==> src/mdd_pkg.sv <==
// ----------------------------------------------------------------------------
// mdd_pkg
// Shared constants, datapath commands and status for the maximum drawdown
// with recovery block.
// ----------------------------------------------------------------------------
package mdd_pkg;

  // column storage
  localparam int MAX_ROWS  = 1024;
  localparam int IDX_W     = $clog2(MAX_ROWS);
  localparam int CNT_W     = $clog2(MAX_ROWS + 1);

  // field widths
  localparam int RET_W     = 32;
  localparam int DATE_W    = 64;
  localparam int WEALTH_W  = 64;
  localparam int DD_W      = 33;
  localparam int OIDX_W    = 10;
  localparam int RET_FRAC  = 24;

  // drawdown divider
  localparam int DIV_STEPS = 32;
  localparam int DIV_CNT_W = $clog2(DIV_STEPS + 1);

  localparam logic [WEALTH_W-1:0]  ONE_Q32 = 64'h0000_0001_0000_0000;
  localparam logic signed [RET_W:0] ONE_Q24 = 33'sh0_0100_0000;

  // datapath operations
  typedef enum logic [4:0] {
    OP_NONE,
    OP_LOAD,
    OP_MUL_HI,
    OP_MUL_LO,
    OP_STORE,
    OP_FILL_INIT,
    OP_FILL_READ,
    OP_FILL_STEP,
    OP_CHK_READ,
    OP_EMPTY_OUT,
    OP_PEAK_INIT,
    OP_PK_READ,
    OP_PK_EVAL,
    OP_DIV_STEP,
    OP_PK_WRITE,
    OP_REC_INIT,
    OP_REC_READ,
    OP_REC_EVAL,
    OP_DATE_READ,
    OP_EMIT
  } op_t;

  typedef struct packed {
    op_t op;
  } cmd_t;

  typedef struct packed {
    logic full;
    logic missing;
    logic last;
    logic idx_zero;
    logic idx_last;
    logic rd_missing;
    logic div_done;
    logic rec_end;
    logic rec_hit;
    logic out_free;
  } stat_t;

endpackage

==> src/mdd_ctrl.sv <==
// ----------------------------------------------------------------------------
// mdd_ctrl
// Sequencer: row intake, back-fill, peak/drawdown and recovery passes.
// ----------------------------------------------------------------------------
module mdd_ctrl (
  input  logic           clk,
  input  logic           rst,
  input  logic           in_valid,
  output logic           in_ready,
  input  mdd_pkg::stat_t stat,
  output mdd_pkg::cmd_t  cmd
);

  typedef enum logic [4:0] {
    S_IDLE, S_DECIDE, S_MUL_HI, S_MUL_LO, S_STORE,
    S_FILL_INIT, S_FILL_RD, S_FILL_ST,
    S_CHK_RD, S_CHK, S_EMPTY,
    S_PK_RD, S_PK_EVAL, S_DIV, S_PK_WR,
    S_REC_INIT, S_REC_CHK, S_REC_RD, S_REC_EVAL,
    S_DATE_RD, S_EMIT
  } state_t;

  state_t state;
  state_t state_next;

  assign in_ready = (state == S_IDLE);

  // command and next state
  always_comb begin
    cmd.op     = mdd_pkg::OP_NONE;
    state_next = state;
    unique case (state)
      S_IDLE: begin
        if (in_valid) begin
          cmd.op     = mdd_pkg::OP_LOAD;
          state_next = S_DECIDE;
        end
      end
      S_DECIDE: begin
        if (!stat.full) state_next = stat.missing ? S_STORE : S_MUL_HI;
        else            state_next = stat.last ? S_FILL_INIT : S_IDLE;
      end
      S_MUL_HI: begin
        cmd.op = mdd_pkg::OP_MUL_HI; state_next = S_MUL_LO;
      end
      S_MUL_LO: begin
        cmd.op = mdd_pkg::OP_MUL_LO; state_next = S_STORE;
      end
      S_STORE: begin
        cmd.op     = mdd_pkg::OP_STORE;
        state_next = stat.last ? S_FILL_INIT : S_IDLE;
      end
      S_FILL_INIT: begin
        cmd.op = mdd_pkg::OP_FILL_INIT; state_next = S_FILL_RD;
      end
      S_FILL_RD: begin
        cmd.op = mdd_pkg::OP_FILL_READ; state_next = S_FILL_ST;
      end
      S_FILL_ST: begin
        cmd.op     = mdd_pkg::OP_FILL_STEP;
        state_next = stat.idx_zero ? S_CHK_RD : S_FILL_RD;
      end
      S_CHK_RD: begin
        cmd.op = mdd_pkg::OP_CHK_READ; state_next = S_CHK;
      end
      S_CHK: begin
        if (stat.rd_missing) begin
          state_next = S_EMPTY;
        end else begin
          cmd.op     = mdd_pkg::OP_PEAK_INIT;
          state_next = S_PK_RD;
        end
      end
      S_EMPTY: begin
        if (stat.out_free) begin
          cmd.op = mdd_pkg::OP_EMPTY_OUT; state_next = S_IDLE;
        end
      end
      S_PK_RD: begin
        cmd.op = mdd_pkg::OP_PK_READ; state_next = S_PK_EVAL;
      end
      S_PK_EVAL: begin
        cmd.op = mdd_pkg::OP_PK_EVAL; state_next = S_DIV;
      end
      S_DIV: begin
        if (stat.div_done) state_next = S_PK_WR;
        else               cmd.op = mdd_pkg::OP_DIV_STEP;
      end
      S_PK_WR: begin
        cmd.op     = mdd_pkg::OP_PK_WRITE;
        state_next = stat.idx_last ? S_REC_INIT : S_PK_RD;
      end
      S_REC_INIT: begin
        cmd.op = mdd_pkg::OP_REC_INIT; state_next = S_REC_CHK;
      end
      S_REC_CHK: begin
        state_next = stat.rec_end ? S_DATE_RD : S_REC_RD;
      end
      S_REC_RD: begin
        cmd.op = mdd_pkg::OP_REC_READ; state_next = S_REC_EVAL;
      end
      S_REC_EVAL: begin
        cmd.op     = mdd_pkg::OP_REC_EVAL;
        state_next = stat.rec_hit ? S_DATE_RD : S_REC_CHK;
      end
      S_DATE_RD: begin
        cmd.op = mdd_pkg::OP_DATE_READ; state_next = S_EMIT;
      end
      S_EMIT: begin
        if (stat.out_free) begin
          cmd.op = mdd_pkg::OP_EMIT; state_next = S_IDLE;
        end
      end
      default: state_next = S_IDLE;
    endcase
  end

  // state register
  always_ff @(posedge clk) begin
    if (rst) state <= S_IDLE;
    else     state <= state_next;
  end

endmodule
==> config.mk <==
export PLATFORM = sky130hd
export DESIGN_NAME = mdd_ctrl
export DESIGN_NICKNAME = d
export VERILOG_FILES = /design/src/mdd_pkg.sv /design/src/mdd_ctrl.sv
export SDC_FILE = /design/constraint.sdc
export NUM_CORES = 1
export LEC_CHECK = 0
export BUFFER_PORTS_ARGS = -buffer_cell sky130_fd_sc_hd__buf_2
export CORE_UTILIZATION = 45
export CTS_BUF_LIST = sky130_fd_sc_hd__clkbuf_4
export DETAILED_ROUTE_END_ITERATION = 12
export GPL_TIMING_DRIVEN = 0
export PLACE_DENSITY = 0.7
export SYNTH_ARGS = -nofsm -noshare
export SYNTH_HDL_FRONTEND = slang
export SYNTH_SLANG_ARGS = --single-unit
==> constraint.sdc <==
create_clock -name clk -period 2.5 [get_ports clk]
set_input_delay 0.25 -clock clk [delete_from_list [all_inputs] [get_ports clk]]
set_output_delay 0.25 -clock clk [all_outputs]
set_load 0.01 [all_outputs]
# Yosys cells after proc, flatten, opt, wreduce, memory -nomap -nowiden
# Cells that the tools add are included.
[totals] ff_bits=5 latch_bits=0 mem_bits_rw=0 mem_bits_ro=0 inputBits=13 out_inout_bits=6 elab_cells=45 mem_count=0
[classes] addsub=0 n_mul=0 n_div=0 n_lt_le_gt_ge=0 eq_ne=23 shifts=0 n_mux=18 bitwise=0 reduce_logical=3
[ops] operator="case mux 5 bit (20 select lines)" count=1
[ops] operator="case mux 5 bit (19 select lines)" count=1
[ops] operator="equality test 5 x 4 -> 1 bit (second input constant)" count=8
[ops] operator="equality test 5 bit (second input constant)" count=5
[ops] operator="equality test 5 x 3 -> 1 bit (second input constant)" count=4
[ops] operator="two-way mux 5 bit" count=4
[ops] operator="two-way mux 4 bit" count=4
[ops] operator="two-way mux 3 bit" count=4
[ops] operator="equality test 5 x 2 -> 1 bit (second input constant)" count=2
[ops] operator="equality test 5 x 1 -> 1 bit (second input constant)" count=1
[ops] operator="zero test 5 bit" count=1
[ops] operator="two-way mux 2 bit" count=2
[ops] operator="!= test 2 bit (second input constant)" count=2
[ops] operator="AND reduction 3 bit" count=1
[ops] operator="two-way mux 1 bit" count=2
[ops] operator="!= test 2 x 1 -> 1 bit (second input constant)" count=1
[ops] operator="OR reduction 2 bit" count=1

# Longest topological paths before layout
[depth] word_depth=4 mapped_depth=7 depth_no_buf=5

# Worst setup path after synthesis
# Ideal clock, no wire load.
[synth_timing] kind="register -> output" from="register state[3]" to="output cmd[0] (netlist bit)" t_arrival_ns=1.372 required_time_ns=2.250 slack_ns=0.878 path_stages_with_launch=6 n_path_buf=2 path_cell_list="dfxtp_1 buf_1 clkbuf_1 a41oi_1 nor3_1 o21bai_1"
[synth_lines] item="from (decl)" line="mdd_ctrl.sv:23" source="state_t state;"
[synth_lines] item="from (signal assigned)" line="mdd_ctrl.sv:121" source="else state <= state_next;"
[synth_lines] item="to (decl)" line="mdd_ctrl.sv:11" source="output mdd_pkg::cmd_t cmd"

==> flow_summary.yaml <==
sta:
  skew_ns: 0.00378
  max_freq_ghz: 0.439
  setup_violations: 0
  final_hold_viol_count: 0
  slew_headroom_pct: 67.5
  finalSetupTns_ns: 0
  fin_crit_ns: 2.28
  rsz0062_at_grt: "false"
  tightest_slew_ns: 0.485
  slew_viol_final: 0
  fin_crit_sh_pct: 91.1
setup_path:
  critPathMaxFanout: 10
  path_class: "reg2out"
  arrival_ns: 2.03
  worst_path_largest_cell_delay_ns: 0.40
  crit_chain: "buf_1 > clkbuf_1 > a41oi_1 > nor3_1 > o21bai_1 > buf_2"
  path_delay_family: "buffers and inverters"
  crit_slowest_cell: "clkbuf_1"
  endpoint_kind: "output port"
  worstPathBufferInverterCount: 3
  start_kind: "flip-flop"
  worstPathRequired_ns: 2.25
power:
  power.internal_uw: 360
  p_sw_uw: 348
  power_frac_seq_pct: 17.4
  pwr-share-clk_pct: 15.0
  p_total_uw: 708
  swShare_pct: 49.1
  ir_worst_vdd_mv: 0.361
  power_density_nw_per_um2: 868
  leakage_uw: 0.000301
  power_frac_comb_pct: 67.5
placement:
  io_buffers: 18
  gp_congestion: 0.870
  dp_hpwl_um: 1440
synthesis:
  netlist_area_sq_um: 677
  ys_async_sr_fraction_pct: 0
  yosysWarnings: 0
  ys_types: 38
  ys_seq_area_share_pct: 14.8
  ys_seq_elements: 5
  postSynthCellCount: 103
  syn-num-nets: 116
  avgSynthCellArea_sq_um: 6.57
  synthFlopType: "dfxtp_1"
  synth_edf_count: 0
cts:
  root_buffer: "clkbuf_4"
  clk_pin_slew_ns: 0.05
  htreeDepth: 1
  numCtsBuffers: 3
  cts_setup_buffers: 0
  cts_sinks: 5
  cts_resized: 0
  worstSkewPairLatency_ns: 0.25
  hold_buffers: 0
  cts_buffer_depth: 2
  cts_tree: "done"
floorplanning:
  num_rows: 13
  coreArea_sq_um: 1350
  dieArea_sq_um: 1660
  fp.dieH_um: 40.8
  start_util_pct: 50.1
  die_w_um: 40.8
  ios: 19
finish:
  antenna_cells: 0
  area_growth_pct: 20.5
  nNetsFinal: 139
  post_route_cells_drive_above_1_share_pct: 20.8
  reg_top3: "state: 5 flops"
  top_register: "state"
  largest_reg_flops: 5
routing:
  routed_wl_um: 1930
  vias_per_cell: 6.20
  ant_nets: 0
  first_pass_iters: 4
  wl_per_cell_um: 13.8
  drc: 0
  vias: 868
  first_iter_violations: 54
grt:
  antenna_found_initial: 0
  grt_use_total_pct: 26.0
  grt_overflow: 0
  grt_pass1_wl_um: 2860
  grt_max_degree: 11
  grt_pass1_vias: 669
run_status:
  outcome: "finished, final reports clean"
hold_path:
  hold_class: "in2reg"
job:
  cap_violations: 0
-- final timing paths --
check,start,endpoint,slack (ns),cells after the start
hold / removal,rst,state[0]$_SDFFE_PP0P_,0.22,2
hold reg to reg,state[3]$_SDFFE_PP0P_,state[0]$_SDFFE_PP0P_,0.64,3
setup / recovery,state[3]$_SDFFE_PP0P_,cmd[0],0.22,6
setup reg to reg,state[1]$_SDFFE_PP0P_,state[2]$_SDFFE_PP0P_,0.73,6
-- metrics by stage --
| stage | util, % | setup WS [ns] | cells | area, sq um | hold WS [ns] |
|---|---|---|---|---|---|
| finish | 60.4 | 0.221 | 140 | 816 | 0.218 |
| global route | 60.4 | 0.0627 | 140 | 816 | 0.216 |
| detailed placement | 58.2 | 0.507 | 136 | 786 | 0.470 |
| global placement | 58.2 | 0.534 | 136 | 786 | 0.475 |
| floorplan | - | 0.878 | 103 | 677 | 0.319 |
| CTS | 60.4 | 0.242 | 140 | 816 | 0.209 |
-- power groups by stage --
stage | logic, uW | clock network (uW) | registers (uW)
final | 478 | 106 | 123
after CTS | 471 | 109 | 123
after global placement | 465 | 0 | 125
after floorplan | 351 | 0 | 118
after global routing | 528 | 117 | 126
after detailed placement | 469 | 0 | 125
-- synthesized netlist by cell type, drive strengths merged (2+ instances only) --
master / number / area (sq um)
nand3: 5 / 25.0
nor3: 3 / 15.0
inv: 3 / 11.3
o31ai: 2 / 15.0
mux2i: 2 / 20.0
a21oi: 12 / 60.1
nand4: 2 / 12.5
o21ai: 8 / 40.0
nor2: 9 / 33.8
nand3b: 5 / 37.5
or3: 2 / 12.5
nand2: 5 / 18.8
nand2b: 8 / 50.1
buf: 4 / 16.3
clkbuf: 4 / 15.0
dfxtp: 5 / 100
o211ai: 2 / 15.0
nor2b: 5 / 33.8
-- worst reg2reg max path, stage by stage (launching register included) --
cell,delay [ns]
dfxtp_1,0.36
buf_2,0.23
buf_1,0.35
nand3_1,0.13
a31o_1,0.23
o31ai_1,0.23
a21oi_1,0.11
-- cells by family after synthesis --
family	Yosys count	synth area share, %
multiplexers	2	2.96
buffers and inverters	11	6.28
AO/OA/AOI/OAI	36	34.8
AND/OR/NAND/NOR	49	41.2
flip-flops	5	14.8
-- placed cells by master, fill, tap and decap left out, types with 3 or more instances in the layout --
| cell type | instances |
|---|---|
| dfxtp_1 | 5 |
| o21ai_0 | 6 |
| nand2_1 | 5 |
| clkbuf_4 | 4 |
| buf_1 | 3 |
| inv_1 | 3 |
| a21oi_1 | 12 |
| nor2_1 | 9 |
| nor2b_1 | 4 |
| nand3b_1 | 5 |
| nor3_1 | 3 |
| nand2b_1 | 8 |
| clkbuf_1 | 4 |
| buf_2 | 19 |
| nand3_1 | 5 |
-- metal layers --
metal	global-route usage [%]	share of wire, %	wire length [um]
met1	35.7	45	862
met2	41.0	46	892
met3	6.52	8.8	170
met4	4.17	0	0
met5	0	0	0
-- final cells by class --
class | instances | area, sq um
Sequential cell | 5 | 100
Fill cell | 141 | 534
Timing Repair Buffer | 18 | 90.1
Tap cell | 15 | 18.8
Multi-Input combinational cell | 87 | 534
Inverter | 3 | 11.3
Buffer | 8 | 31.3
Clock buffer | 4 | 30.0
(Power assumes the default switching activity.)
